--- config.mk ---
export PLATFORM = sky130hd
export DESIGN_NAME = dmarpt_ctrl
export DESIGN_NICKNAME = d
export VERILOG_FILES = /design/src/hdl/dmarpt_pkg.sv /design/src/hdl/dmarpt_ctrl.sv
export SDC_FILE = /design/constraint.sdc
export NUM_CORES = 1
export LEC_CHECK = 0
export ABC_AREA = 1
export ABC_CLOCK_PERIOD_IN_PS = 3490
export BUFFER_PORTS_ARGS = -buffer_cell sky130_fd_sc_hd__buf_2
export CAP_MARGIN = 20
export CORE_MARGIN = 5
export CORE_UTILIZATION = 45
export CTS_BUF_LIST = sky130_fd_sc_hd__clkbuf_4
export CTS_CLUSTER_DIAMETER = 40
export CTS_CLUSTER_SIZE = 10
export DETAILED_ROUTE_END_ITERATION = 6
export PLACE_DENSITY = 0.75
export SLEW_MARGIN = 20
export SYNTH_ARGS = -nofsm -noshare
export SYNTH_HDL_FRONTEND = slang
export SYNTH_SLANG_ARGS = --single-unit
--- constraint.sdc ---
create_clock -name clock -period 3.49 [get_ports clock]
set_input_delay 0 -clock clock [delete_from_list [all_inputs] [get_ports clock]]
set_output_delay 0 -clock clock [all_outputs]
set_load 0.05 [all_outputs]
--- src/hdl/dmarpt_pkg.sv ---
// Shared types, codes and constants for the DMA remapping page-table engine.
package dmarpt_pkg;

   localparam int DEVICES_DEFAULT       = 16;
   localparam int TABLE_PAGES_DEFAULT   = 64;
   localparam int MAX_RUN_PAGES_DEFAULT = 256;
   localparam int ENTRIES_PER_TABLE     = 512;
   localparam int IDX_W                 = 9;
   localparam int VPN_W                 = 36;

   localparam logic [2:0] KIND_MAP       = 3'd0;
   localparam logic [2:0] KIND_UNMAP     = 3'd1;
   localparam logic [2:0] KIND_QUERY     = 3'd2;
   localparam logic [2:0] KIND_UNMAP_ALL = 3'd3;
   localparam logic [2:0] KIND_RESET     = 3'd4;

   localparam logic [1:0] CSR_ENABLED      = 2'd0;
   localparam logic [1:0] CSR_WALK_LEVELS  = 2'd1;
   localparam logic [1:0] CSR_DOMAIN_CODE  = 2'd2;

   localparam logic [1:0] PERM_R  = 2'b01;
   localparam logic [1:0] PERM_W  = 2'b10;
   localparam logic [1:0] PERM_RW = 2'b11;

   typedef struct packed {
      logic [2:0]  kind;
      logic [7:0]  device_index;
      logic [47:0] byte_address;
      logic [8:0]  page_count;
      logic        allow_write;
   } req_type;

   typedef struct packed {
      logic        status;
      logic        reachable;
      logic [15:0] domain_number;
   } rsp_type;

   typedef struct packed {
      logic load;
      logic start_run;
      logic next_dev;
      logic new_domain;
      logic start_walk;
      logic descend;
      logic alloc;
      logic write_leaf;
      logic next_page;
      logic root_clear;
      logic clear_step;
      logic set_reach;
      logic finish;
      logic fail;
   } cmd_type;

   typedef struct packed {
      logic       enabled;
      logic [2:0] kind;
      logic       dev_ok;
      logic       active;
      logic       count_ok;
      logic       count_zero;
      logic       aligned;
      logic       dom_exhausted;
      logic       pool_full;
      logic       run_last;
      logic       leaf;
      logic       present;
      logic       dev_last;
      logic       clr_last;
      logic       idx_last;
   } stat_type;

endpackage

--- src/hdl/dmarpt_ctrl.sv ---
// Controller state machine sequencing decode, table walks and clearing sweeps.
module dmarpt_ctrl (
   input  logic               clock,
   input  logic               reset,
   input  logic               start,
   input  dmarpt_pkg::stat_type stat,
   output dmarpt_pkg::cmd_type  cmd,
   output logic               busy
);

   typedef enum logic [7:0] {
      S_CLEAR   = 8'b0000_0001,
      S_IDLE    = 8'b0000_0010,
      S_DECODE  = 8'b0000_0100,
      S_DEVCHK  = 8'b0000_1000,
      S_PAGE    = 8'b0001_0000,
      S_READ    = 8'b0010_0000,
      S_EVAL    = 8'b0100_0000,
      S_ROOTCLR = 8'b1000_0000
   } state_type;

   state_type state_ff, state_in;

   always_ff @(posedge clock) begin
      if (reset) begin
         state_ff <= S_CLEAR;
      end else begin
         state_ff <= state_in;
      end
   end

   always_comb begin
      cmd      = '0;
      state_in = state_ff;
      unique case (state_ff)
         S_CLEAR: begin
            cmd.clear_step = 1'b1;
            if (stat.clr_last) begin
               state_in = S_IDLE;
            end
         end
         S_IDLE: begin
            if (start) begin
               cmd.load = 1'b1;
               state_in = S_DECODE;
            end
         end
         S_DECODE: begin
            priority if (!stat.enabled || stat.kind > dmarpt_pkg::KIND_RESET) begin
               cmd.finish = 1'b1;
               cmd.fail   = 1'b1;
               state_in   = S_IDLE;
            end else if (stat.kind == dmarpt_pkg::KIND_UNMAP_ALL) begin
               state_in = S_DEVCHK;
            end else if (!stat.dev_ok) begin
               cmd.finish = 1'b1;
               cmd.fail   = 1'b1;
               state_in   = S_IDLE;
            end else if (stat.kind == dmarpt_pkg::KIND_MAP) begin
               if (!stat.count_ok || !stat.aligned ||
                   (!stat.active && (stat.dom_exhausted || stat.pool_full))) begin
                  cmd.finish = 1'b1;
                  cmd.fail   = 1'b1;
                  state_in   = S_IDLE;
               end else begin
                  cmd.new_domain = !stat.active;
                  cmd.start_run  = 1'b1;
                  state_in       = S_PAGE;
               end
            end else if (!stat.active) begin
               cmd.finish = 1'b1;
               state_in   = S_IDLE;
            end else if (stat.kind == dmarpt_pkg::KIND_RESET) begin
               state_in = S_ROOTCLR;
            end else if (stat.kind == dmarpt_pkg::KIND_UNMAP && stat.count_zero) begin
               cmd.finish = 1'b1;
               state_in   = S_IDLE;
            end else begin
               cmd.start_run = 1'b1;
               state_in      = S_PAGE;
            end
         end
         S_DEVCHK: begin
            if (stat.active && !stat.count_zero) begin
               cmd.start_run = 1'b1;
               state_in      = S_PAGE;
            end else if (stat.dev_last) begin
               cmd.finish = 1'b1;
               state_in   = S_IDLE;
            end else begin
               cmd.next_dev = 1'b1;
            end
         end
         S_PAGE: begin
            cmd.start_walk = 1'b1;
            state_in       = S_READ;
         end
         S_READ: begin
            state_in = S_EVAL;
         end
         S_EVAL: begin
            priority if (stat.leaf && stat.kind == dmarpt_pkg::KIND_QUERY) begin
               cmd.set_reach = 1'b1;
               cmd.finish    = 1'b1;
               state_in      = S_IDLE;
            end else if (!stat.leaf && stat.present) begin
               cmd.descend = 1'b1;
               state_in    = S_READ;
            end else if (!stat.leaf && stat.kind == dmarpt_pkg::KIND_MAP) begin
               if (stat.pool_full) begin
                  cmd.finish = 1'b1;
                  cmd.fail   = 1'b1;
                  state_in   = S_IDLE;
               end else begin
                  cmd.alloc   = 1'b1;
                  cmd.descend = 1'b1;
                  state_in    = S_READ;
               end
            end else if (!stat.leaf && stat.kind == dmarpt_pkg::KIND_QUERY) begin
               cmd.finish = 1'b1;
               state_in   = S_IDLE;
            end else begin
               // leaf write for map and unmap, or a missing table on unmap: advance
               cmd.write_leaf = stat.leaf;
               cmd.next_page  = 1'b1;
               if (!stat.run_last) begin
                  state_in = S_PAGE;
               end else if (stat.kind == dmarpt_pkg::KIND_UNMAP_ALL && !stat.dev_last) begin
                  cmd.next_dev = 1'b1;
                  state_in     = S_DEVCHK;
               end else begin
                  cmd.finish = 1'b1;
                  state_in   = S_IDLE;
               end
            end
         end
         S_ROOTCLR: begin
            cmd.root_clear = 1'b1;
            if (stat.idx_last) begin
               cmd.finish = 1'b1;
               state_in   = S_IDLE;
            end
         end
         default: begin
            state_in = S_CLEAR;
         end
      endcase
   end

   assign busy = (state_ff != S_IDLE);

   a_clear_once: assert property (@(posedge clock) disable iff (reset)
      (!$past(reset) && $past(state_ff) != S_CLEAR) |-> state_ff != S_CLEAR)
      else $error("clearing sweep re-entered");

endmodule

# After elaboration in Yosys (flattened, before gate mapping)
# Index checks and enable logic that the tools add are counted.
[op_classes] n_lt_le_gt_ge=1 eq_ne=17 muxes=84 reduce_logical=21
[ops] operator="two-way mux 8 bit" count=16
[ops] operator="case mux 8 bit (8 select lines)" count=1
[ops] operator="two-way mux 1 bit" count=46
[ops] operator="two-way mux 2 bit" count=10
[ops] operator="two-way mux 4 bit" count=3
[ops] operator="two-way mux 5 bit" count=2
[ops] operator="== test 8 x 1 -> 1 bit (second input constant)" count=1
[ops] operator="== test 8 x 2 -> 1 bit (second input constant)" count=1
[ops] operator="== test 8 x 3 -> 1 bit (second input constant)" count=1
[ops] operator="== test 8 x 4 -> 1 bit (second input constant)" count=1
[ops] operator="== test 8 x 5 -> 1 bit (second input constant)" count=1
[ops] operator="== test 8 x 6 -> 1 bit (second input constant)" count=1
[ops] operator="== test 8 x 7 -> 1 bit (second input constant)" count=1
[ops] operator="== test 8 bit (second input constant)" count=1
[ops] operator="logical AND 1 bit" count=8
[ops] operator="!= test 8 x 2 -> 1 bit (second input constant)" count=1
[ops] operator="zero test 1 bit" count=7
[ops] operator="== test 3 x 2 -> 1 bit (second input constant)" count=2
[ops] operator="two-way mux 6 bit" count=1
[ops] operator="!= test 2 bit (second input constant)" count=3
[ops] operator="case mux 1 bit (2 select lines)" count=3
[ops] operator="logical OR 1 bit" count=4
[ops] operator="case mux 1 bit (4 select lines)" count=1
[ops] operator="AND reduction 4 bit" count=1
[ops] operator="other kinds (6)" count=6
[totals] regBits=8 in_bits=20 output_inout_bits=15 elab_cells=124

# Depth between registers and ports, before layout
[logic_depth] word_depth=10 depth_mapped=12 depth_no_buf=12

# Worst setup path after synthesis
# OpenSTA, ideal clock, no wires.
[synth_timing] kind="register to output" startpoint="reg state_ff[6]" endpoint="out cmd[10] (netlist name)" t_arrival_ns=2.382 required_time_ns=3.490 setup_slack_ns=1.108 stages_incl_launch_ff=10 n_path_buf=0 path_cell_list="dfxtp_1 > nor2_2 > nand2_2 > inv_2 > nand2_1 > clkinv_1 > nand2_1 > nor2_2 > nand2_1 > nor4_1"
[synth_lines] item="start, declared" line="dmarpt_ctrl.sv:22" text="state_type state_ff, state_in;"
[synth_lines] item="start signal, assigned" line="dmarpt_ctrl.sv:28" text="state_ff <= state_in;"
[synth_lines] item="end, declared" line="dmarpt_ctrl.sv:7" text="output dmarpt_pkg::cmd_type cmd,"

==> metrics.yaml <==
status: "finished clean"
tightest_slew_ns: 0.253
arrival_ns: 1.78
wl_per_cell_um: 10.5
num_vias: 1033
insertedDiodeCount: 0
finalSetupViolCount: 0
synth_top_family_by_area: "simple AND/OR/NAND/NOR gates"
largest_reg_flops: 8
reg.largest.list: "state_ff x8"
cp-start-kind: "flop"
grt_pass1_wl_mm: 3.75
grt_start_max_net_pins: 7
dr.first_iter.drc_count: 17
die_area_mm2: 0.00302
cts-htree-levels: 1
regToRegStartpoint: "state_ff[6]$_SDFFE_PP0P_"
max-slew-margin-rel_pct: 83.2
synth_area_leader_cell: "dfxtp_1"
cts-buffers-inserted: 3
grt_antenna_before_repair: 0
synth_top_area_share_pct: 17.6
synth_warnings: 0
fin_crit_ns: 1.78
gp_congestion: 0.880
holdCritStartpoint: "start"
clkPwrFrac_pct: 15.4
hold_viol_final: 0
regMostFlops: "state_ff"
reg2reg_depth: 9
postRouteAntennaNets: 0
p_comb_share_pct: 58.2
post_cts_buffers: 0
cts-root-buf: "clkbuf_4"
p_int_uw: 230
synth_xor_area_share_pct: 0
clk_path_buf_depth: 2
seqPwrFrac_pct: 26.4
drc: 0
switching_share_pct: 50.3
cts_tree: "built"
synth_area_leaders: "dfxtp_1 (18%), nand2_1 (13%), inv_1 (9.9%)"
insertion_delay_ns: 0.26
required_ns: 3.49
hold_end: "state_ff[2]$_SDFFE_PP0P_"
fin_crit_sh_pct: 51.1
fin_worst_skew_ns: 0.00332
nFillCells: 212
ys_seq_area_share_pct: 17.6
synth.cell_area_um2: 908
synth_compound_area_share_pct: 7.85
clock-sinks: 8
hold_buffers: 1
fmax_ghz: 0.561
crit_type: "flop to output port"
pin_count: 35
synth.avg_cell_area_um2: 6.02
r2r_setup_slack_ns: 2.08
die_x_um: 54.9
leakage_uw: 0.000664
finalNonFillerCells: 216
placedCellCount: 212
tns_ns: 0
most-common-layout-cells: "buf_2 (34), nand2_1 (31), inv_1 (24), nor2_1 (24), nand3_1 (12)"
postSynthCellCount: 151
vias_per_cell: 4.78
synth_fp_nets: 171
cp_max_fo: 4
numPortBuffers: 34
hold_class: "input port to flop"
drive_gt1_share_pct: 36.5
cts_resized: 0
path_clk_slew_ns: 0.05
power.density_mw_per_mm2: 405
endpoint_kind: "output port"
layout_commonest_cell: "buf_2"
core_mm2: 0.00194
rows: 16
max-vdd-ir-drop_mv: 0.322
overflow: 0
first_global_vias: 1015
area_growth_pct: 26.0
ys_seq_elements: 8
wl_mm: 2.27
synth_simple_gate_area_share_pct: 62.5
drt_pass1_iterations: 4
synth.distinct_cells: 29
die_h_um: 54.9
drv_slew: 0
grt.total_usage_pct: 17.2
final_nets: 211
muxShareOfSynthArea_pct: 0
switching_power_uw: 233
synth_adder_area_share_pct: 0
dpl.hpwl_mm: 1.99
rsz0062_at_grt: "false"
hold_depth: 3
initial_core_util_pct: 46.8
r2r_end: "state_ff[1]$_SDFFE_PP0P_"
drv_cap: 0
-- power by group through the flow --
stage                     registers, uW  clock network (uW)  logic (uW)
after CTS                           122                73.1         269
after floorplan                     122                   0         210
after global placement              124                   0         264
after global routing                125                75.1         300
after detailed placement            124                   0         268
final                               122                71.5         270
-- final cells by class --
class | count | area, um^2 | area share, %
inverters | 29 | 109 | 9.51
repair buffers | 35 | 180 | 15.7
multi-input cells | 114 | 639 | 55.8
well taps | 27 | 33.8 | 2.95
clock buffers | 3 | 22.5 | 1.97
flip-flops and latches | 8 | 160 | 14.0
-- per-layer routing --
layer	up-vias	part of all wire, %	track usage [%]
met5	-	0	0
met4	0	2.5	11.7
met3	5	5.6	1.61
met2	34	50	31.3
met1	445	42	18.6
li1	549	-	-
-- worst max-delay path by stage --
stage                             start       to  slack, ns  depth (start not counted)
4_1_cts        state_ff[6]$_SDFFE_PP0P_  cmd[10]       1.68                         10
3_3_place_gp   state_ff[2]$_SDFFE_PP0P_  cmd[11]       2.01                         10
2_1_floorplan  state_ff[6]$_SDFFE_PP0P_  cmd[10]       1.11                          9
6_report       state_ff[6]$_SDFFE_PP0P_  cmd[10]       1.71                         10
5_1_grt        state_ff[6]$_SDFFE_PP0P_  cmd[10]       1.53                         10
3_5_place_dp   state_ff[6]$_SDFFE_PP0P_  cmd[10]       1.97                         10
-- cells in the mapped netlist (all sizes together) --
cell	instances
a21oi	6
nor4	1
nand4	4
clkinv	1
nand3b	3
nor3	6
o21a	1
nor2	38
nand2	37
nand3	13
o21bai	1
dfxtp	8
inv	28
and3	1
o21ai	3
-- critical path: stages (launching register included) --
cell	delay (ns)
dfxtp_1	0.31
nor2_2	0.16
nand2_2	0.12
inv_2	0.05
nand2_1	0.10
clkinv_1	0.08
nand2_1	0.05
nor2_2	0.12
nand2_1	0.06
nor4_1	0.16
buf_2	0.30
-- cell families (layout without fill, tap and decap cells) --
kind of cell / after synthesis / count (layout)
AND/OR/NAND/NOR: 103 / 103
buffers and inverters: 29 / 67
flip-flops: 8 / 8
AO/OA/AOI/OAI: 11 / 11
-- metrics by stage --
stage | setup slack (ns) | hold slack [ns] | area [um^2] | utilization [%] | power (uW)
floorplan | 1.11 | 0.0624 | 908 | - | 333
finish | 1.71 | 0.00565 | 1140 | 59.0 | 464
global route | 1.53 | 0.0238 | 1140 | 59.0 | 500
detailed placement | 1.97 | 0.241 | 1110 | 57.3 | 392
global placement | 2.01 | 0.235 | 1110 | 57.3 | 388
CTS | 1.68 | 0.00532 | 1140 | 59.0 | 464
Power figures use the tool's default switching activity.
